[config.mk]
export PLATFORM = sky130hd
export DESIGN_NAME = tlb_lookup_clock_replace
export DESIGN_NICKNAME = d
export VERILOG_FILES = /design/src/design/tlbc_pkg.sv /design/src/design/tlbc_cell.sv /design/src/design/tlb_lookup_clock_replace.sv
export SDC_FILE = /design/constraint.sdc
export NUM_CORES = 1
export LEC_CHECK = 0
export BUFFER_PORTS_ARGS = -buffer_cell sky130_fd_sc_hd__buf_2
export CORE_MARGIN = 2
export CORE_UTILIZATION = 30
export DETAILED_ROUTE_END_ITERATION = 16
export GPL_ROUTABILITY_DRIVEN = 0
export PLACE_DENSITY = 0.55
export SYNTH_ARGS = -nofsm -noshare
export SYNTH_HDL_FRONTEND = slang
export SYNTH_HIERARCHICAL = 1
export SYNTH_SLANG_ARGS = --single-unit
export TNS_END_PERCENT = 50
[constraint.sdc]
create_clock -name aclk -period 19.4 [get_ports aclk]
set_clock_uncertainty 0.1 [all_clocks]
set_input_delay 4.85 -clock aclk [delete_from_list [all_inputs] [get_ports aclk]]
set_output_delay 4.85 -clock aclk [all_outputs]
set_load 0.03 [all_outputs]
[src/design/tlbc_pkg.sv]
package tlbc_pkg;

    localparam int TLB_ENTRIES = 16;
    localparam int PAGE_W      = 20;
    localparam int SLOT_W      = 4;
    localparam int CFG_W       = 5;
    localparam logic [CFG_W-1:0] ENTRIES_RESET = CFG_W'(16);
    // compare width for entry index against the active count
    localparam int CMP_W = ($clog2(TLB_ENTRIES) + 1 > CFG_W) ?
                           $clog2(TLB_ENTRIES) + 1 : CFG_W;

    // carried from each cell to the next along the row
    typedef struct packed {
        logic lead;         // set only into the first cell
        logic hit_seen;     // an earlier active entry matched
        logic inv_seen;     // an earlier active entry is invalid
        logic unused_seen;  // an earlier active entry has its used bit clear
    } tlbc_chain_t;

    // request and row-wide outcome broadcast to every cell
    typedef struct packed {
        logic              update;
        logic              any_hit;
        logic              any_inv;
        logic              any_unused;
        logic              write;
        logic [PAGE_W-1:0] page;
        logic [PAGE_W-1:0] walk;
    } tlbc_bcast_t;

    // what a cell hands back for the result
    typedef struct packed {
        logic              sel;    // this entry hit or is the refill victim
        logic              hit;
        logic [PAGE_W-1:0] frame;  // stored frame on a hit, zero otherwise
    } tlbc_res_t;

endpackage

[src/design/tlbc_cell.sv]
module tlbc_cell (
    input  logic                  aclk,
    input  logic                  aresetn,
    input  logic                  active,
    input  tlbc_pkg::tlbc_chain_t chain_in,
    output tlbc_pkg::tlbc_chain_t chain_out,
    input  tlbc_pkg::tlbc_bcast_t bcast,
    output tlbc_pkg::tlbc_res_t   res
);

    logic                        valid_reg, valid_next;
    logic                        used_reg, used_next;
    logic                        dirty_reg, dirty_next;
    logic [tlbc_pkg::PAGE_W-1:0] page_reg;
    logic [tlbc_pkg::PAGE_W-1:0] frame_reg;

    logic match, is_hit, first_inv, first_unused, victim, sweep_clear;

    assign match        = active && valid_reg && (page_reg == bcast.page);
    assign is_hit       = match && !chain_in.hit_seen;
    assign first_inv    = active && !valid_reg && !chain_in.inv_seen;
    assign first_unused = active && !used_reg && !chain_in.unused_seen;

    // victim: first invalid entry, else first unused one, else entry 0
    assign victim = !bcast.any_hit && (bcast.any_inv ? first_inv :
                    (bcast.any_unused ? first_unused : chain_in.lead));
    // sweep clears used bits up to the first unused entry
    assign sweep_clear = !bcast.any_hit && !bcast.any_inv && active &&
                         !chain_in.unused_seen;

    assign chain_out.lead        = 1'b0;
    assign chain_out.hit_seen    = chain_in.hit_seen || match;
    assign chain_out.inv_seen    = chain_in.inv_seen || (active && !valid_reg);
    assign chain_out.unused_seen = chain_in.unused_seen || (active && !used_reg);

    assign res.sel   = is_hit || victim;
    assign res.hit   = is_hit;
    assign res.frame = is_hit ? frame_reg : '0;

    always_comb begin
        valid_next = valid_reg;
        used_next  = used_reg;
        dirty_next = dirty_reg;
        if (bcast.update) begin
            priority if (is_hit) begin
                used_next  = 1'b1;
                dirty_next = dirty_reg || bcast.write;
            end else if (victim) begin
                valid_next = 1'b1;
                used_next  = 1'b1;
                dirty_next = bcast.write;
            end else if (sweep_clear) begin
                used_next  = 1'b0;
            end
        end
    end

    always_ff @(posedge aclk) begin
        if (!aresetn) begin
            valid_reg <= 1'b0;
            used_reg  <= 1'b0;
            dirty_reg <= 1'b0;
        end else begin
            valid_reg <= valid_next;
            used_reg  <= used_next;
            dirty_reg <= dirty_next;
        end
    end

    always_ff @(posedge aclk) begin
        if (bcast.update && victim) begin
            page_reg  <= bcast.page;
            frame_reg <= bcast.walk;
        end
    end

endmodule

[src/design/tlb_lookup_clock_replace.sv]
// Channel   | Handshake          | Payload
// ----------+--------------------+-----------------------------------------------
// input     | s_valid / s_ready  | s_virtual_page, s_write_access, s_walk_frame
// result    | m_valid / m_ready  | m_frame, m_hit, m_slot, m_mark_page_dirty
// config    | cfg_wr_en          | cfg_wr_data (entries_in_use)
//
// Capture into the request register, then an update cycle in which the row of
// entry cells compares, picks the victim and updates; s_ready stays low meanwhile.
// The result register holds a finished item; the update cycle waits while it
// is still full and not taken, so a stalled result stalls at most one item.
// Synchronous active-low reset clears valid, used and dirty bits at once.
module tlb_lookup_clock_replace (
    input  logic                        aclk,
    input  logic                        aresetn,
    input  logic                        cfg_wr_en,
    input  logic [tlbc_pkg::CFG_W-1:0]  cfg_wr_data,
    input  logic                        s_valid,
    output logic                        s_ready,
    input  logic [tlbc_pkg::PAGE_W-1:0] s_virtual_page,
    input  logic                        s_write_access,
    input  logic [tlbc_pkg::PAGE_W-1:0] s_walk_frame,
    output logic                        m_valid,
    input  logic                        m_ready,
    output logic [tlbc_pkg::PAGE_W-1:0] m_frame,
    output logic                        m_hit,
    output logic [tlbc_pkg::SLOT_W-1:0] m_slot,
    output logic                        m_mark_page_dirty
);

    localparam int N = tlbc_pkg::TLB_ENTRIES;

    // configuration
    logic [tlbc_pkg::CFG_W-1:0] entries_reg;
    logic [tlbc_pkg::CMP_W-1:0] eff_count;

    // request register
    logic                        busy_reg;
    logic [tlbc_pkg::PAGE_W-1:0] q_page_reg;
    logic                        q_write_reg;
    logic [tlbc_pkg::PAGE_W-1:0] q_walk_reg;

    // result register
    logic                        m_valid_reg;
    logic [tlbc_pkg::PAGE_W-1:0] m_frame_reg;
    logic                        m_hit_reg;
    logic [tlbc_pkg::SLOT_W-1:0] m_slot_reg;
    logic                        m_dirty_reg;

    logic                  update;
    tlbc_pkg::tlbc_chain_t chain [0:N];
    tlbc_pkg::tlbc_res_t   res   [0:N-1];
    tlbc_pkg::tlbc_bcast_t bcast;
    logic [N-1:0]          active;

    logic [tlbc_pkg::PAGE_W-1:0] hit_frame;
    logic [tlbc_pkg::SLOT_W-1:0] sel_slot;

    // a count of zero acts as one; counts above the row are cut by the compare
    assign eff_count = (entries_reg == '0) ? tlbc_pkg::CMP_W'(1) :
                       tlbc_pkg::CMP_W'(entries_reg);

    // advance the request only when the result register is free
    assign update  = busy_reg && (!m_valid_reg || m_ready);
    assign s_ready = !busy_reg;

    assign chain[0] = '{lead: 1'b1, hit_seen: 1'b0, inv_seen: 1'b0,
                        unused_seen: 1'b0};

    // outcome of the whole row, broadcast back to every cell
    assign bcast.update     = update;
    assign bcast.any_hit    = chain[N].hit_seen;
    assign bcast.any_inv    = chain[N].inv_seen;
    assign bcast.any_unused = chain[N].unused_seen;
    assign bcast.write      = q_write_reg;
    assign bcast.page       = q_page_reg;
    assign bcast.walk       = q_walk_reg;

    for (genvar k = 0; k < N; k++) begin : g_cell
        assign active[k] = tlbc_pkg::CMP_W'(k) < eff_count;

        tlbc_cell u_cell (
            .aclk      (aclk),
            .aresetn   (aresetn),
            .active    (active[k]),
            .chain_in  (chain[k]),
            .chain_out (chain[k+1]),
            .bcast     (bcast),
            .res       (res[k])
        );
    end

    // exactly one cell is selected; OR its frame and index together
    always_comb begin
        hit_frame = '0;
        sel_slot  = '0;
        for (int k = 0; k < N; k++) begin
            hit_frame = hit_frame | res[k].frame;
            if (res[k].sel) begin
                sel_slot = sel_slot | tlbc_pkg::SLOT_W'(k);
            end
        end
    end

    always_ff @(posedge aclk) begin
        if (!aresetn) begin
            entries_reg <= tlbc_pkg::ENTRIES_RESET;
            busy_reg    <= 1'b0;
            m_valid_reg <= 1'b0;
        end else begin
            if (cfg_wr_en) begin
                entries_reg <= cfg_wr_data;
            end
            // hold the request until its update cycle, then drop it
            if (s_valid && s_ready) begin
                busy_reg <= 1'b1;
            end else if (update) begin
                busy_reg <= 1'b0;
            end
            if (update) begin
                m_valid_reg <= 1'b1;
            end else if (m_ready) begin
                m_valid_reg <= 1'b0;
            end
        end
    end

    always_ff @(posedge aclk) begin
        if (s_valid && s_ready) begin
            q_page_reg  <= s_virtual_page;
            q_write_reg <= s_write_access;
            q_walk_reg  <= s_walk_frame;
        end
        if (update) begin
            m_frame_reg <= chain[N].hit_seen ? hit_frame : q_walk_reg;
            m_hit_reg   <= chain[N].hit_seen;
            m_slot_reg  <= sel_slot;
            m_dirty_reg <= q_write_reg;
        end
    end

    assign m_valid           = m_valid_reg;
    assign m_frame           = m_frame_reg;
    assign m_hit             = m_hit_reg;
    assign m_slot            = m_slot_reg;
    assign m_mark_page_dirty = m_dirty_reg;

endmodule

# Word level (Yosys, flattened, before mapping)
# Index checks and enable logic that the tools add are counted.
# op_classes
n_reduce_logical	371
order_cmp	16
mux	115
bitwise	31
eq_ne	16
# ops
op	n
$mux W20	17
$eq A20 B20 Y1	16
$or A20 B20 Y20	15
$logic_and A1 B1 Y1	175
$mux W1	85
$logic_not A1 Y1	81
$logic_or A1 B1 Y1	61
$reduce_and A3 Y1	16
$reduce_bool A3 Y1	16
$lt A4 B5 Y1 const A	8
$reduce_and A2 Y1	16
$mux W4	6
$lt A3 B5 Y1 const A	4
$not A1 Y1	16
$mux W3	4
$lt A1 B5 Y1 const A	2
$lt A2 B5 Y1 const A	2
$reduce_or A8 Y1	1
$logic_not A5 Y1	1
$mux W5	1
$mux W2	2
$reduce_bool A2 Y1	2
$reduce_or A4 Y1	1
$reduce_or A2 Y1	1
# word_totals
register_bits	746
out_inout_bits	28

# Logic depth before layout (Yosys ltp)
# Gate-level depths: netlist (run 1).
# logic_depth
depth_word	36
mapped_depth	26
ltp_nobuf	24

# By module
# Netlist (run 1), hierarchy kept.
# by_module_without_submodules
mod	instances	area_per_inst_um2	cells_each
tlbc_cell	16	1793.0	118
tlb_lookup_clock_replace	1	3410.8	278

# Worst setup path after synthesis (run 1)
# No wires, ideal clock.
# synth_timing
path_kind	input to register
from	in m_ready
to	reg g_cell[0].u_cell/frame_reg[0] in the netlist's numbering (enable)
stages	4
t_arrival_ns	7.369
setup_ns	0.401
path_buffers	0
path_slack_ns	11.529
cell_sequence	nand2b_1 > and2_1 > nor2b_1 > and2_1
# synth_rtl
element	line_no	text
start, declared	tlb_lookup_clock_replace.sv:23	input logic m_ready,
end signal, assigned	tlbc_cell.sv:73	frame_reg <= bcast.walk;
end, declared	tlbc_cell.sv:15	logic [tlbc_pkg::PAGE_W-1:0] frame_reg;

==> results_dict.tcl, run 1 <==
set metrics [dict create \
    p_sw_share_pct 21.0 \
    path_cells "buf_4 > xor2_1 > nor4_1 > nand3_1 > o21bai_1 > o21bai_1 > o21bai_1 > o21bai_1 > o21bai_1 > o21bai_1 > o21bai_1 > o21bai_1 > o21bai_1 > o21bai_1 > o21bai_1 > o21bai_1 > o21bai_1 > o21bai_1 > o21bai_1 > o21bai_4 > buf_4 > nor2b_1 > and2_2 > buf_4" \
    path_max_fanout 73 \
    worst_slew_pin_slew_ns 1.13 \
    die_h_um 330 \
    drv_slew 0 \
    grt_pass1_vias 18000 \
    power.switching_mw 0.748 \
    ys_warn_count 6 \
    io_buffers 78 \
    dieArea_sq_um 109000 \
    min_period_ns 8.02 \
    power.internal_mw 2.81 \
    pwr-share-comb_pct 3.6 \
    max_stage_delay_ns 0.70 \
    max_slew_margin_pct 23.9 \
    period_share_pct 41.3 \
    syn_avg_cell_area_sq_um 14.9 \
    finalPower_mw 3.56 \
    drive_above_1_share_pct 13.0 \
    drc 0 \
    postRouteAntennaNets 0 \
    slowest_stage "buf_4" \
    crit_buf_inv 3 \
    rows 119 \
    numCtsBuffers 82 \
    max_freq_mhz 125 \
    synth_area_sq_um 32000 \
    drt-pass1-iter-count 6 \
    power_frac_seq_pct 50.5 \
    worstSetupEndpointType "flop" \
    leakage_nw 12.6 \
    path_common_cell "o21bai_1" \
    clkTransAtPathRegs_ns 0.06 \
    fin_area_sq_um 37000 \
    max_cap_violations 0 \
    nets 2377 \
    fin_setup_tns_ns 0 \
    grt_max_degree 74 \
    h-tree-depth 3 \
    setup_viol 0 \
    viasPerCell 4.66 \
    hold_viol 0 \
    hold_buffers 0 \
    cts_setup_buffers 0 \
    gr-total-overflow 0 \
    grt_pass1_wl_um 116000 \
    track_usage_pct 14.4 \
    placed_area_sq_um 34100 \
    hp-class "reg -> reg" \
    criticalPathCategory "reg -> reg" \
    fin_ws_ns 11.38 \
    wirelength_um 78500 \
    crit_family "compound AO/OA/AOI/OAI gates" \
    chipWidth_um 330 \
    clock_latency_ns 0.66 \
    antenna_found_initial 7 \
    hold_ws_ns 0.311 \
    drt_iter0_drc 1392 \
    cts_root_buf "clkbuf_16" \
    post_cts_resized 0 \
    powerDensity_nw_per_um2 96.3 \
    placement.setup.worst_slack_ns 11.37 \
    rsz0062_at_grt "no" \
    wire_per_inst_um 20.7 \
    pin_count 79 \
    clock_sinks 746 \
    vias 17700 \
    startpoint_type "flop" \
    hpwl_um 48200 \
    syn_to_final_growth_pct 15.7 \
    required_ns 19.66 \
    status "completed" \
    clockBufferDepth 3 \
    clockPowerShare_pct 45.9 \
    fp.coreArea_sq_um 105000 \
    synth_cells 2147 \
    arrival_ns 8.28 \
    vdd_ir_drop_max_v 0.0000677 \
    cts_tree "yes" \
    initial_core_util_pct 30.3 \
]
-- cell type report --
| type | instances | area, sq um |
|---|---|---|
| Antenna cell | 5 | 12.5 |
| Clock buffer | 104 | 2130 |
| Clock inverter | 47 | 712 |
| Fill cell | 9984 | 68400 |
| Inverter | 50 | 188 |
| Multi-Input combinational cell | 1307 | 9330 |
| Sequential cell | 746 | 22000 |
| Tap cell | 1391 | 1740 |
| Timing Repair Buffer | 139 | 848 |
-- through the flow --
step	util, %	instances
floorplan	-	2159
global placement	32.4	3633
detailed placement	32.4	3633
CTS	35.1	3784
global route	35.1	3785
finish	35.1	3789
-- routing by layer --
layer	global-route usage, %	up-vias	part of all wire, %
li1	-	8236	-
met1	19.9	8907	46
met2	23.0	410	47
met3	2.23	96	5.1
met4	4.71	4	2.1
met5	0	-	0.036
-- placed cells by master (no fill, tap or decap), types with 18 or more instances in the layout --
master and n:
nor2b_1 36, xnor2_1 64, nand2b_1 37, o21bai_1 18
and2_1 320, o22a_1 20, clkbuf_16 82, nand2_1 57
nor4_1 110, nand3b_1 19, nor3_1 38, buf_4 61
mux2i_1 21, xor2_1 240, clkbuf_1 22, nor3b_1 32
dfxtp_1 39, inv_1 50, edfxtp_1 707, a21oi_1 32
conb_1 29, nand3_1 39, buf_2 78
-- final timing paths --
path | cells after the start | endpoint | start | slack, ns
min reg2reg | 0 | m_mark_page_dirty$_DFFE_PP_ | q_write_reg$_DFFE_PP_ | 0.31
max reg2reg | 24 | g_cell[10].u_cell/frame_reg[15]$_DFFE_PP_ | q_page_reg[18]$_DFFE_PP_ | 11.38
min | 0 | m_mark_page_dirty$_DFFE_PP_ | q_write_reg$_DFFE_PP_ | 0.31
max | 24 | g_cell[10].u_cell/frame_reg[15]$_DFFE_PP_ | q_page_reg[18]$_DFFE_PP_ | 11.38
-- power groups by stage --
stage	Clock (mW)	Combinational (mW)	Sequential (mW)
floorplan	0	0.0606	1.85
global placement	0	0.127	1.83
detailed placement	0	0.130	1.83
CTS	1.68	0.131	1.80
global route	1.74	0.141	1.80
finish	1.64	0.128	1.80
Note: power is estimated with default switching activity, not from simulation.
==> run 2: changes to the inputs <==
clock period = 7.6 ns   (was 19.4 ns; I/O delays follow)
==> run 2 against run 1 <==
Against the previous run:
- clock power grew 130%
- critical path depth down 1
- final cell count is 0.71% higher
- sequential power grew to 2.6 times the previous value
- clock-buffer cell count unchanged
- first-iteration DRC count increased by 7.5%
- setup slack worse by 11 ns
- total power rose by 150%
- cell area grew 0.13%
- maximum frequency up 9.7%
- global-route usage up 0.27 points
- critical path type unchanged
- highest routed layer unchanged
==> results_dict.tcl, run 2 (synthesis results as in run 1) <==
set metrics [dict create \
    viasPerCell 4.71 \
    wirelength_um 84100 \
    initial_core_util_pct 30.3 \
    cts_tree "yes" \
    min_period_ns 7.31 \
    io_buffers 78 \
    powerDensity_nw_per_um2 236 \
    post-route-util_pct 35.1 \
    hp-class "reg -> reg" \
    grt_max_degree 42 \
    hpwl_um 51100 \
    fp.coreArea_sq_um 105000 \
    criticalPathCategory "reg -> reg" \
    drv_slew 0 \
    seqCellArea_sq_um 22000 \
    multiInputGateArea_sq_um 9480 \
    rows 119 \
    max_slew_margin_pct 24.6 \
    dieArea_sq_um 109000 \
    worst_slew_pin_slew_ns 1.12 \
    nets 2410 \
    max_cap_violations 0 \
    leakage_nw 12.7 \
    placed_area_sq_um 34300 \
    fin_area_sq_um 37000 \
    startpoint_type "flop" \
    max_freq_mhz 137 \
    setup_viol 0 \
    grt_pass1_vias 17900 \
    worstSetupEndpointType "flop" \
    clock_latency_ns 0.64 \
    wire_per_inst_um 22.0 \
    fin_setup_tns_ns 0 \
    drive_above_1_share_pct 14.1 \
    rsz0062_at_grt "no" \
    period_share_pct 96.2 \
    pin_count 79 \
    clkTransAtPathRegs_ns 0.06 \
    hold_buffers 0 \
    hold_viol 0 \
    die_h_um 330 \
    final_cell_mix "edfxtp_1 (707), and2_1 (320), xor2_1 (240)" \
    antenna_found_initial 4 \
    drt-pass1-iter-count 5 \
    num-fill-cells 10100 \
    cts_root_buf "clkbuf_16" \
    status "completed" \
    gr-total-overflow 0 \
    drt_iter0_drc 1497 \
    final_common_cell "edfxtp_1" \
    clockBufferDepth 3 \
    chipWidth_um 330 \
    clock_sinks 746 \
    arrival_ns 7.53 \
    grt_pass1_wl_um 118000 \
    required_ns 7.82 \
    syn_to_final_growth_pct 15.8 \
    finalPower_mw 8.75 \
    drc 0 \
    numCtsBuffers 82 \
    path_max_fanout 16 \
    postRouteAntennaNets 0 \
    track_usage_pct 14.6 \
    vdd_ir_drop_max_v 0.000131 \
    vias 18000 \
    h-tree-depth 3 \
]
## run 2: cell types whose count changed in the layout (fill, tap and decap cells not counted), sizes merged, moves of 3 or more
cell / delta
diode: -3
clkinv: +11
buf: +21
bufinv: -10
inv: -3
and2: +11
## run 2: critical path, stage by stage, from the launching register on
cell and delay [ns]:
dfxtp_1 0.31, or3_4 0.42, or2_1 0.28, nand2_1 0.18
a21oi_1 0.07, nand4_1 0.25, o21bai_1 0.20, o21bai_2 0.27
o21bai_1 0.24, o21bai_1 0.26, o21bai_1 0.27, o21bai_1 0.27
o21bai_1 0.27, o21bai_1 0.28, o21bai_1 0.28, o21bai_1 0.29
o21bai_1 0.28, o21bai_1 0.28, o21bai_1 0.28, o21bai_1 0.32
o21bai_4 0.41, nor2b_1 0.40, and2_4 0.42, buf_4 0.32
## run 2: area by class of cell
| cell class | count | area share, % |
|---|---|---|
| diodes | 2 | 0.0135 |
| clock inverters | 44 | 1.01 |
| well taps | 1391 | 4.70 |
| multi-input cells | 1319 | 25.6 |
| clock buffers | 104 | 5.94 |
| flip-flops and latches | 746 | 59.5 |
| inverters | 50 | 0.507 |
| repair buffers | 160 | 2.77 |
## run 2: repair_timing
action / 4_1_cts / 5_1_grt
gates resized for setup: 11 / 19
endpoints found under the setup margin: 104 / 325
buffers inserted: 0 / 2
cloned: 0 / 12
## run 2: worst paths after layout
kind,from,to,slack [ns],cells after the start
worst min-delay path,q_write_reg$_DFFE_PP_,m_mark_page_dirty$_DFFE_PP_,0.32,0
worst min register to register,q_write_reg$_DFFE_PP_,m_mark_page_dirty$_DFFE_PP_,0.32,0
worst max-delay path,entries_reg[4]$_SDFFE_PN1P_,g_cell[4].u_cell/frame_reg[1]$_DFFE_PP_,0.29,23
worst max register to register,entries_reg[4]$_SDFFE_PN1P_,g_cell[4].u_cell/frame_reg[1]$_DFFE_PP_,0.29,23
## run 2: through the flow
stage	std cells	setup WS, ns	hold slack (ns)
finish	3816	0.288	0.323
global route	3814	0.000259	0.338
CTS	3801	0.00935	0.326
detailed placement	3653	-0.0607	0.312
global placement	3653	0.0750	0.306
floorplan	2159	0.345	0.300
## run 2: where the power goes
part / switching [mW] / internal (mW)
combinational: 0.231 / 0.117
clock: 1.59 / 2.22
sequential: 0.0494 / 4.54
## run 2: routing by layer
metal	wire [um]	global-route usage [%]
met1	36600	19.4
met2	40300	24.5
met3	5090	2.55
met4	2030	4.31
met5	7	0
==> run 3: changes to the inputs <==
CTS_BUF_LIST = sky130_fd_sc_hd__clkbuf_8   (was unset)
==> run 3 against run 2 <==
Against the previous run:
- sequential cell count unchanged
- sequential power about the same
- wire length down 1.5%
- register-to-register slack worse by 0.03 ns
- non-clock buffer count down 1
- total power down 6.6%
- hold slack better by 0.0020 ns
- largest power group unchanged
==> results_dict.tcl, run 3 (synthesis results as in run 1) <==
set metrics [dict create \
    status "completed" \
    nets 2445 \
    clock_latency_ns 0.77 \
    rows 119 \
    clock_sinks 746 \
    initial_core_util_pct 30.3 \
    syn_to_final_growth_pct 14.7 \
    final_cell_mix "edfxtp_1 (707), and2_1 (320), xor2_1 (240)" \
    worstSetupEndpointType "flop" \
    chipWidth_um 330 \
    wirelength_um 82800 \
    path_common_cell "o21bai_1" \
    grt_pass1_wl_um 119000 \
    track_usage_pct 14.6 \
    max_cap_violations 0 \
    cts_root_buf "clkbuf_8" \
    gr-total-overflow 0 \
    criticalPathCategory "reg -> reg" \
    grt_max_degree 42 \
    num-fill-cells 10200 \
    finalPower_mw 8.18 \
    post-route-util_pct 34.8 \
    place_inst 3653 \
    hp-class "reg -> reg" \
    drv_slew 0 \
    max_freq_mhz 136 \
    io_buffers 78 \
    fp.coreArea_sq_um 105000 \
    max_slew_margin_pct 26.1 \
    grt_pass1_vias 18200 \
    hpwl_um 51100 \
    path_cells "or3_4 > or2_1 > nand2_1 > a21oi_1 > nand4_1 > o21bai_1 > o21bai_2 > o21bai_1 > o21bai_1 > o21bai_1 > o21bai_1 > o21bai_1 > o21bai_1 > o21bai_1 > o21bai_1 > o21bai_1 > o21bai_1 > o21bai_1 > o21bai_1 > o21bai_4 > nor2b_1 > and2_4 > buf_4" \
    seqCellArea_sq_um 22000 \
    fin_cells 3886 \
    leakage_nw 12.7 \
    postRouteAntennaNets 0 \
    min_period_ns 7.34 \
    clkTransAtPathRegs_ns 0.07 \
    setup_viol 0 \
    required_ns 7.94 \
    drc 0 \
    vias 18200 \
    drt_iter0_drc 1378 \
    dieArea_sq_um 109000 \
    period_share_pct 96.6 \
    path_max_fanout 31 \
    arrival_ns 7.68 \
    multiInputGateArea_sq_um 9450 \
    drt-pass1-iter-count 5 \
    pin_count 79 \
    clockBufferDepth 3 \
    hold_buffers 0 \
    die_h_um 330 \
    cts_tree "yes" \
    powerDensity_nw_per_um2 223 \
    vdd_ir_drop_max_v 0.000151 \
    viasPerCell 4.68 \
    hold_viol 0 \
    wire_per_inst_um 21.3 \
    h-tree-depth 3 \
    drive_above_1_share_pct 15.1 \
    final_common_cell "edfxtp_1" \
    numCtsBuffers 121 \
    max_stage_delay_ns 0.60 \
    cts_setup_buffers 0 \
    antenna_found_initial 7 \
    startpoint_type "flop" \
    worst_slew_pin_slew_ns 1.11 \
    fin_setup_tns_ns 0 \
    slowest_stage "and2_4" \
]
## run 3: where the power goes
part | internal (mW) | leakage [nW] | switching [mW] | total [mW]
registers | 4.54 | 6.71 | 0.0489 | 4.59
clock network | 1.65 | 1.26 | 1.59 | 3.24
logic | 0.117 | 4.69 | 0.229 | 0.346
total | 6.31 | 12.7 | 1.87 | 8.18
## run 3: layout make-up
cell class / count / share of cell area [%]
diodes: 3 / 0.0205
clock buffers: 124 / 4.66
clock inverters: 97 / 1.43
inverters: 50 / 0.512
multi-input cells: 1316 / 25.8
flip-flops and latches: 746 / 60.1
well taps: 1391 / 4.75
repair buffers: 159 / 2.80
## run 3: worst max-delay path: cells and delay by family, from the launching register on
kind,cells,cell delay [ns]
DFF,1,0.33
AOI/OAI and AO/OA,16,4.25
buffers and inverters,1,0.30
and+or+nand+nor,6,2.01
## run 3: metal layers
| layer | track usage (%) | part of all wire, % | vias up |
|---|---|---|---|
| met2 | 24.7 | 48 | 507 |
| met5 | 0 | 0.0085 | - |
| met4 | 4.07 | 1.9 | 2 |
| met3 | 2.40 | 5.4 | 119 |
| li1 | - | - | 8377 |
| met1 | 19.5 | 45 | 9184 |
## run 3: what timing repair did
action	4_1_cts	5_1_grt
cloned	0	9
resized for setup	13	18
endpoints found under the setup margin	161	278
## run 3: path summary, 6_finish.rpt
kind / start / to / slack [ns] / depth (start not counted)
worst max-delay path: entries_reg[2]$_SDFFE_PN0P_ / g_cell[6].u_cell/page_reg[13]$_DFFE_PP_ / 0.26 / 23
worst min-delay path: q_write_reg$_DFFE_PP_ / m_mark_page_dirty$_DFFE_PP_ / 0.33 / 0
worst max register to register: entries_reg[2]$_SDFFE_PN0P_ / g_cell[6].u_cell/page_reg[13]$_DFFE_PP_ / 0.26 / 23
worst min register to register: q_write_reg$_DFFE_PP_ / m_mark_page_dirty$_DFFE_PP_ / 0.33 / 0
## run 3: through the flow
| step | worst slack, ns | hold slack (ns) | cell area [sq um] |
|---|---|---|---|
| after detailed placement | -0.0607 | 0.312 | 34300 |
| after CTS | 0.0419 | 0.327 | 36500 |
| after global routing | -0.00292 | 0.340 | 36600 |
| final | 0.261 | 0.325 | 36700 |
| after floorplan | 0.345 | 0.300 | 32000 |
| after global placement | 0.0750 | 0.306 | 34300 |
